--- src/rtl/nfsa_pkg.sv ---
package nfsa_pkg;

  localparam int WORD_W = 32;
  localparam int BIT_W  = 5;
  localparam int IDXW   = 12;
  localparam int GRANTW = 11;
  localparam int STATW  = 2;

  localparam logic CMD_ALLOC = 1'b0;
  localparam logic CMD_FREE  = 1'b1;

  localparam logic [STATW-1:0] ST_OK    = 2'd0;
  localparam logic [STATW-1:0] ST_FULL  = 2'd1;
  localparam logic [STATW-1:0] ST_RANGE = 2'd2;

  typedef enum logic [2:0] {
    S_IDLE,
    S_SCAN,
    S_ALLOC_WR,
    S_FREE_RD,
    S_FREE_WR,
    S_DONE
  } nfsa_state_t;

  typedef struct packed {
    logic accept;
    logic scan;
    logic alloc_wr;
    logic free_rd;
    logic free_wr;
    logic load_out;
  } nfsa_ctl_t;

  typedef struct packed {
    logic req_free;
    logic req_in_range;
    logic hit;
    logic exhausted;
    logic out_free;
  } nfsa_sts_t;

endpackage

--- src/rtl/next_fit_slot_allocator.sv ---
// Next-fit slot allocator over a pool of SLOTS slots (4 to 2048), one used bit
// per slot held in a 32-bit-wide RAM of ceil(SLOTS/32) rows, each row with a
// valid flop so reset frees the whole pool. cmd 0 allocates the first free
// slot at or after the cursor, wrapping once, and returns it with status ok,
// or status full with slot 0; cmd 1 frees slot_index, or returns status range
// when slot_index >= SLOTS. One transaction is in work at a time. An allocate
// scans one RAM row per cycle through the single read port; a free reads its
// row and writes it back, and an out-of-range free touches no row. A finished
// result sits in an output register, so the next transaction is taken while
// it waits.
module next_fit_slot_allocator
  import nfsa_pkg::*;
#(
  parameter int SLOTS = 2048
) (
  input  logic              clk,
  input  logic              rst,
  input  logic              in_valid,
  output logic              in_ready,
  input  logic              cmd,
  input  logic [IDXW-1:0]   slot_index,
  output logic              out_valid,
  input  logic              out_ready,
  output logic [STATW-1:0]  status,
  output logic [GRANTW-1:0] granted_slot
);

  nfsa_ctl_t ctl;
  nfsa_sts_t sts;

  nfsa_ctrl u_ctrl (
    .clk      (clk),
    .rst      (rst),
    .in_valid (in_valid),
    .in_ready (in_ready),
    .sts      (sts),
    .ctl      (ctl)
  );

  nfsa_dp #(
    .SLOTS (SLOTS)
  ) u_dp (
    .clk          (clk),
    .rst          (rst),
    .ctl          (ctl),
    .sts          (sts),
    .cmd          (cmd),
    .slot_index   (slot_index),
    .out_valid    (out_valid),
    .out_ready    (out_ready),
    .status       (status),
    .granted_slot (granted_slot)
  );

endmodule

--- src/rtl/nfsa_ram.sv ---
module nfsa_ram #(
  parameter int WIDTH = 32,
  parameter int DEPTH = 64
) (
  input  logic                                  clk,
  input  logic                                  we,
  input  logic [((DEPTH > 1) ? $clog2(DEPTH) : 1)-1:0] waddr,
  input  logic [WIDTH-1:0]                      wdata,
  input  logic                                  re,
  input  logic [((DEPTH > 1) ? $clog2(DEPTH) : 1)-1:0] raddr,
  output logic [WIDTH-1:0]                      rdata
);

  logic [WIDTH-1:0] mem [DEPTH];

  always_ff @(posedge clk) begin
    if (we) begin
      mem[waddr] <= wdata;
    end
    if (re) begin
      rdata <= mem[raddr];
    end
  end

endmodule

--- src/rtl/nfsa_ctrl.sv ---
module nfsa_ctrl
  import nfsa_pkg::*;
(
  input  logic      clk,
  input  logic      rst,
  input  logic      in_valid,
  output logic      in_ready,
  input  nfsa_sts_t sts,
  output nfsa_ctl_t ctl
);

  nfsa_state_t state, state_next;

  always_ff @(posedge clk) begin
    if (rst) begin
      state <= S_IDLE;
    end else begin
      state <= state_next;
    end
  end

  always_comb begin
    state_next = state;
    ctl        = '0;
    in_ready   = 1'b0;
    case (state)
      S_IDLE: begin
        in_ready = 1'b1;
        if (in_valid) begin
          ctl.accept = 1'b1;
          if (!sts.req_free) begin
            state_next = S_SCAN;
          end else if (sts.req_in_range) begin
            state_next = S_FREE_RD;
          end else begin
            state_next = S_DONE;
          end
        end
      end
      S_SCAN: begin
        ctl.scan = 1'b1;
        if (sts.hit) begin
          state_next = S_ALLOC_WR;
        end else if (sts.exhausted) begin
          state_next = S_DONE;
        end
      end
      S_ALLOC_WR: begin
        ctl.alloc_wr = 1'b1;
        state_next   = S_DONE;
      end
      S_FREE_RD: begin
        ctl.free_rd = 1'b1;
        state_next  = S_FREE_WR;
      end
      S_FREE_WR: begin
        ctl.free_wr = 1'b1;
        state_next  = S_DONE;
      end
      S_DONE: begin
        if (sts.out_free) begin
          ctl.load_out = 1'b1;
          state_next   = S_IDLE;
        end
      end
      default: begin
        state_next = S_IDLE;
      end
    endcase
  end

endmodule

--- src/rtl/nfsa_dp.sv ---
module nfsa_dp
  import nfsa_pkg::*;
#(
  parameter int SLOTS = 2048
) (
  input  logic              clk,
  input  logic              rst,
  input  nfsa_ctl_t         ctl,
  output nfsa_sts_t         sts,
  input  logic              cmd,
  input  logic [IDXW-1:0]   slot_index,
  output logic              out_valid,
  input  logic              out_ready,
  output logic [STATW-1:0]  status,
  output logic [GRANTW-1:0] granted_slot
);

  localparam int NW     = (SLOTS + WORD_W - 1) / WORD_W;
  localparam int AW     = (NW > 1) ? $clog2(NW) : 1;
  localparam int XW     = AW + BIT_W;
  localparam int IW     = $clog2(SLOTS);
  localparam int KW     = $clog2(NW + 2);
  localparam int LAST_N = SLOTS - (NW - 1) * WORD_W;
  localparam int CW     = IDXW + 1;

  logic [IW-1:0]     cursor;
  logic [IW-1:0]     req_idx;
  logic [BIT_W-1:0]  start_off;
  logic [AW-1:0]     rd_addr;
  logic [KW-1:0]     iss_k;
  logic              chk_vld;
  logic [AW-1:0]     chk_addr;
  logic [KW-1:0]     chk_k;
  logic [NW-1:0]     row_valid;
  logic [AW-1:0]     hit_addr;
  logic [WORD_W-1:0] hit_word;
  logic [IW-1:0]     found_idx;
  logic [STATW-1:0]  res_status;
  logic [GRANTW-1:0] res_grant;

  logic [XW-1:0]     cursor_x;
  logic [XW-1:0]     idx_x;
  logic [AW-1:0]     free_word;
  logic [BIT_W-1:0]  free_bit;
  logic              in_range;
  logic              issue_en;
  logic              ram_we;
  logic              ram_re;
  logic [AW-1:0]     ram_waddr;
  logic [AW-1:0]     ram_raddr;
  logic [WORD_W-1:0] ram_wdata;
  logic [WORD_W-1:0] ram_rdata;
  logic [AW-1:0]     eff_addr;
  logic [WORD_W-1:0] word_eff;
  logic [WORD_W-1:0] free_bits;
  logic              hit_any;
  logic [BIT_W-1:0]  hit_bit;
  logic [XW-1:0]     hit_idx_x;
  logic [IW-1:0]     hit_idx;
  logic              hit;

  assign cursor_x  = XW'(cursor);
  assign idx_x     = XW'(req_idx);
  assign free_word = idx_x[XW-1:BIT_W];
  assign free_bit  = idx_x[BIT_W-1:0];
  assign in_range  = CW'(slot_index) < CW'(SLOTS);

  assign issue_en  = ctl.scan && (iss_k <= KW'(NW));
  assign ram_re    = issue_en || ctl.free_rd;
  assign ram_raddr = ctl.free_rd ? free_word : rd_addr;
  assign ram_we    = ctl.alloc_wr || ctl.free_wr;
  assign ram_waddr = ctl.alloc_wr ? hit_addr : free_word;
  assign ram_wdata = ctl.alloc_wr ? hit_word
                                  : (word_eff & ~(WORD_W'(1) << free_bit));

  // a row never written reads as all free
  assign eff_addr = ctl.free_wr ? free_word : chk_addr;
  assign word_eff = row_valid[eff_addr] ? ram_rdata : '0;

  nfsa_ram #(
    .WIDTH (WORD_W),
    .DEPTH (NW)
  ) u_ram (
    .clk   (clk),
    .we    (ram_we),
    .waddr (ram_waddr),
    .wdata (ram_wdata),
    .re    (ram_re),
    .raddr (ram_raddr),
    .rdata (ram_rdata)
  );

  // first pass covers bits at or above the cursor, the final pass bits below it
  always_comb begin
    for (int b = 0; b < WORD_W; b++) begin
      logic ok;
      ok = 1'b1;
      if ((chk_addr == AW'(NW - 1)) && (b >= LAST_N)) begin
        ok = 1'b0;
      end
      if ((chk_k == KW'(0)) && (BIT_W'(b) < start_off)) begin
        ok = 1'b0;
      end
      if ((chk_k == KW'(NW)) && (BIT_W'(b) >= start_off)) begin
        ok = 1'b0;
      end
      free_bits[b] = ok & ~word_eff[b];
    end
  end

  always_comb begin
    hit_bit = '0;
    for (int b = WORD_W - 1; b >= 0; b--) begin
      if (free_bits[b]) begin
        hit_bit = BIT_W'(b);
      end
    end
  end

  assign hit_any   = |free_bits;
  assign hit       = ctl.scan && chk_vld && hit_any;
  assign hit_idx_x = {chk_addr, hit_bit};
  assign hit_idx   = hit_idx_x[IW-1:0];

  assign sts.req_free     = (cmd == CMD_FREE);
  assign sts.req_in_range = in_range;
  assign sts.hit          = hit;
  assign sts.exhausted    = ctl.scan && chk_vld && !hit_any && (chk_k == KW'(NW));
  assign sts.out_free     = !out_valid || out_ready;

  always_ff @(posedge clk) begin
    if (ctl.accept) begin
      req_idx    <= slot_index[IW-1:0];
      start_off  <= cursor_x[BIT_W-1:0];
      rd_addr    <= cursor_x[XW-1:BIT_W];
      iss_k      <= '0;
      res_grant  <= '0;
      if (cmd == CMD_FREE) begin
        res_status <= in_range ? ST_OK : ST_RANGE;
      end else begin
        res_status <= ST_FULL;
      end
    end
    if (issue_en) begin
      rd_addr <= (rd_addr == AW'(NW - 1)) ? '0 : rd_addr + AW'(1);
      iss_k   <= iss_k + KW'(1);
    end
    if (ctl.scan) begin
      chk_addr <= rd_addr;
      chk_k    <= iss_k;
    end
    if (hit) begin
      hit_addr   <= chk_addr;
      hit_word   <= word_eff | (WORD_W'(1) << hit_bit);
      found_idx  <= hit_idx;
      res_status <= ST_OK;
      res_grant  <= GRANTW'(hit_idx);
    end
    if (ctl.load_out) begin
      status       <= res_status;
      granted_slot <= res_grant;
    end
  end

  always_ff @(posedge clk) begin
    if (rst) begin
      chk_vld   <= 1'b0;
      row_valid <= '0;
      cursor    <= '0;
      out_valid <= 1'b0;
    end else begin
      if (ctl.accept) begin
        chk_vld <= 1'b0;
      end else if (ctl.scan) begin
        chk_vld <= issue_en;
      end
      if (ram_we) begin
        row_valid[ram_waddr] <= 1'b1;
      end
      if (ctl.alloc_wr) begin
        cursor <= (found_idx == IW'(SLOTS - 1)) ? '0 : found_idx + IW'(1);
      end
      if (ctl.load_out) begin
        out_valid <= 1'b1;
      end else if (out_ready) begin
        out_valid <= 1'b0;
      end
    end
  end

endmodule

--- config.mk ---
export PLATFORM = sky130hd
export DESIGN_NAME = next_fit_slot_allocator
export DESIGN_NICKNAME = d
export VERILOG_FILES = /design/src/rtl/nfsa_pkg.sv /design/src/rtl/next_fit_slot_allocator.sv /design/src/rtl/nfsa_ram.sv /design/src/rtl/nfsa_ctrl.sv /design/src/rtl/nfsa_dp.sv
export SDC_FILE = /design/constraint.sdc
export NUM_CORES = 2
export LEC_CHECK = 0
export BUFFER_PORTS_ARGS = -buffer_cell sky130_fd_sc_hd__buf_2
export CAP_MARGIN = 10
export CORE_MARGIN = 4
export CORE_UTILIZATION = 35
export CTS_CLUSTER_DIAMETER = 200
export CTS_CLUSTER_SIZE = 20
export DETAILED_ROUTE_END_ITERATION = 8
export PLACE_DENSITY = 0.48
export SLEW_MARGIN = 40
export SYNTH_ARGS = -nofsm -noshare
export SYNTH_HDL_FRONTEND = slang
export SYNTH_SLANG_ARGS = --single-unit
--- constraint.sdc ---
create_clock -name clk -period 6.9 [get_ports clk]
set_input_delay 0.69 -clock clk [delete_from_list [all_inputs] [get_ports clk]]
set_output_delay 0.69 -clock clk [all_outputs]
set_load 0.1 [all_outputs]
==> flow_metrics.env <==
export IMPL_rsz0062_at_grt="no"
export IMPL_synth_commonest_cells="edfxtp_1, mux4_2, nand2_1"
export IMPL_tritoncts="done"
export IMPL_fp_dieArea_um2=265000
export IMPL_ant_nets=0
export IMPL_fin_util=0.396
export IMPL_clkLatencyLatePin_ns=0.82
export IMPL_cp_end_kind="flip-flop"
export IMPL_synth_seq_cells=2271
export IMPL_drt_iter0_markers=5193
export IMPL_grt_pass1_wl_mm=380
export IMPL_hold_violations=0
export IMPL_synth_edf_count=2189
export IMPL_tns_ns=0
export IMPL_clk_pin_slew_ns=0.09
export IMPL_multiInputGateArea_um2=22100
export IMPL_first_pass_iters=8
export IMPL_setup_viol=0
export IMPL_rrSetupSlack_ns=1.11
export IMPL_critPathLaunchType="flip-flop"
export IMPL_cts_made_buffers=131
export IMPL_avgSynthCellArea_um2=18.9
export IMPL_grt_max_degree=81
export IMPL_start_util=0.353
export IMPL_dp_hpwl_mm=162
export IMPL_drc=0
export IMPL_seq_area_um2=67400
export IMPL_r2r_end="u_dp.res_grant[4]"
export IMPL_seq_area_frac_synth=0.750
export IMPL_cellPowerDensity_nw_per_um2=300
export IMPL_slew_violations=0
export IMPL_area_delta_synth_final_pct=12.2
export IMPL_die_w_um=515
export IMPL_tightest_slew_ns=0.889
export IMPL_maxCapViolations=0
export IMPL_rows=185
export IMPL_fin_crit_sh=0.839
export IMPL_r2r_start="u_ctrl.state[1]"
export IMPL_syn_inst=4763
export IMPL_placed_area_um2=97000
export IMPL_grt_overflow_total=0
export IMPL_vdd_drop_max_mv=0.289
export IMPL_h_tree_depth=4
export IMPL_cts_sinks=2271
export IMPL_cts_setup_buffers=0
export IMPL_synth_area_um2=89800
export IMPL_arrival_ns=6.32
export IMPL_slew_headroom=0.404
export IMPL_async_flop_share=0
export IMPL_fin_area_um2=101000
export IMPL_drive_gt1_frac=0.227
export IMPL_period_needed_ns=5.79
export IMPL_synth_top_area_cell="edfxtp_1"
export IMPL_antenna_found_initial=16
export IMPL_clockBufferDepth=3
export IMPL_critPathMaxFanout=21
export IMPL_grt_pass1_vias=47100
export IMPL_ff2ff_path_depth=11
export IMPL_synth_ff_type="edfxtp_1"
export IMPL_crit_type="flip-flop to flip-flop"
export IMPL_core_area_um2=255000
export IMPL_num_nets_final=4941
export IMPL_status="complete, no violations"
export IMPL_holdCritPathClass="primary input to flip-flop"
export IMPL_p_leak_nw=31.3
export IMPL_vias=47300
export IMPL_synth_top_area_frac=0.732
export IMPL_critPathRequiredTime_ns=7.43
export IMPL_synth_area_leaders="edfxtp_1, mux4_2, dfxtp_1"
export IMPL_place_congestion=0.894
export IMPL_io_pins=32
export IMPL_grt_use_total=0.203
export IMPL_fill_cells=23000
export IMPL_critPathCapture="u_dp.res_grant[4]"
export IMPL_root_buffer="clkbuf_16"
export IMPL_fmax_ghz=0.173
export IMPL_detail_route_wl_per_cell_um=32.7
export IMPL_io_buffers=31
export IMPL_ys_types=78
export IMPL_yosys_cell_count_top_type="edfxtp_1"
export IMPL_drt_wl_total_mm=273
export IMPL_fin_skew_ns=0.0437
export IMPL_vias_per_cell=5.68
export IMPL_dieHeight_um=515
export IMPL_post_cts_resized=0
export IMPL_syn_nets=4784
export IMPL_cp_startpoint="u_ctrl.state[1]"
export IMPL_synth_warning_count=0
[placed cells by master, fill, tap and decap left out, types with 11 or more instances in the layout]
| master | instances |
|---|---|
| a311oi_1 | 63 |
| buf_2 | 31 |
| nand2_1 | 367 |
| buf_12 | 41 |
| nand2b_1 | 18 |
| and2_1 | 145 |
| a21oi_1 | 106 |
| nor2_1 | 225 |
| buf_4 | 176 |
| buf_16 | 17 |
| a211oi_1 | 181 |
| o22ai_1 | 11 |
| buf_6 | 14 |
| nor3_1 | 15 |
| clkbuf_16 | 136 |
| nor2_4 | 64 |
| clkbuf_1 | 23 |
| o21ai_0 | 35 |
| and3_1 | 16 |
| nand3_1 | 37 |
| xnor2_1 | 16 |
| or2_2 | 11 |
| mux2i_1 | 31 |
| edfxtp_1 | 2189 |
| dfxtp_1 | 82 |
| xor2_1 | 24 |
| a31oi_1 | 81 |
| o31ai_1 | 14 |
| inv_1 | 21 |
| mux4_2 | 512 |
| buf_8 | 22 |
| a22oi_1 | 18 |
| o21ai_4 | 11 |
[report_power, final]
part           internal [mW]  leakage (nW)  total (mW)  switching (mW)
Clock                   3.60          1.77        8.05            4.45
Sequential              16.1          20.8        16.3           0.159
Combinational           1.99          8.75        5.91            3.92
[area by class of cell]
class	instances	share of cell area
Clock inverter	11	0.00132
Multi-Input combinational cell	2184	0.219
Tap cell	3366	0.0418
Clock buffer	159	0.0346
Antenna cell	6	0.000149
Timing Repair Buffer	309	0.0331
Sequential cell	2271	0.669
Inverter	23	0.000857
[metal layers]
metal	part of all wire	routed length, um	track usage
met3	0.051	13900	0.0253
met2	0.49	134000	0.339
met1	0.43	118000	0.285
met4	0.025	6870	0.0494
met5	0	0	0
[flip-flops by register name, summed over array words and instances, names as in the netlist, 6 cells and up]
name and flops:
u_dp.rd_addr 6, u_dp.chk_addr 6, u_dp.iss_k 7, u_dp.idx_x 11, u_dp.res_grant 11, u_dp.row_valid 64
u_dp.cursor 11, u_dp.found_idx 11, u_dp.u_ram.rdata 32, u_dp.u_ram.mem 2048, u_dp.chk_k 7, u_dp.granted_slot 11
u_dp.hit_word 32
[worst min-delay path by stage]
stage	from	end	slack (ns)	cells past startpoint
global route	cmd	u_dp.res_status[0]	0.1	2
CTS	cmd	u_dp.res_status[0]	0.06	2
floorplan	u_dp.res_grant[0]	u_dp.granted_slot[0]	0.40	0
global placement	u_dp.res_grant[1]	u_dp.granted_slot[1]	0.40	0
detailed placement	u_dp.res_grant[1]	u_dp.granted_slot[1]	0.41	0
finish	cmd	u_dp.res_status[0]	0.14	2
[worst max-delay path, stage by stage (launching register included)]
cell       delay (ns)
dfxtp_1          0.69
or3b_1           0.67
mux2i_1          0.72
a221oi_1         0.20
a21oi_1          0.23
a32oi_2          0.12
nand4_4          0.31
nand2_2          0.44
a2111oi_2        0.54
nor2b_1          0.68
a21oi_4          0.34
or2_2            0.53
[metrics by stage]
step | instances | hold slack, ns | power [mW] | worst slack, ns
3_3_place_gp | 8100 | 0.403 | 22.5 | 1.35
5_1_grt | 8323 | 0.0956 | 31.4 | 0.801
2_1_floorplan | 4763 | 0.400 | 20.0 | 0.453
4_1_cts | 8322 | 0.0627 | 30.6 | 1.20
3_5_place_dp | 8144 | 0.413 | 22.6 | 1.24
6_report | 8329 | 0.144 | 30.3 | 1.11
[kinds of logic after synthesis]
group,after synthesis,share of synthesized area
flip-flops,2271,0.750
AND/OR/NAND/NOR,945,0.0475
AO/OA/AOI/OAI,641,0.0507
multiplexers,554,0.133
buffers and inverters,308,0.0136
XOR/XNOR,40,0.00390
adder cells (fa/ha/maj),4,0.000557
[repair_timing]
action	in CTS	in global routing
hold buffers	8	0
hold endpoints to repair	8	0
endpoints found under the setup margin	0	0
Power figures use the tool's default switching activity.
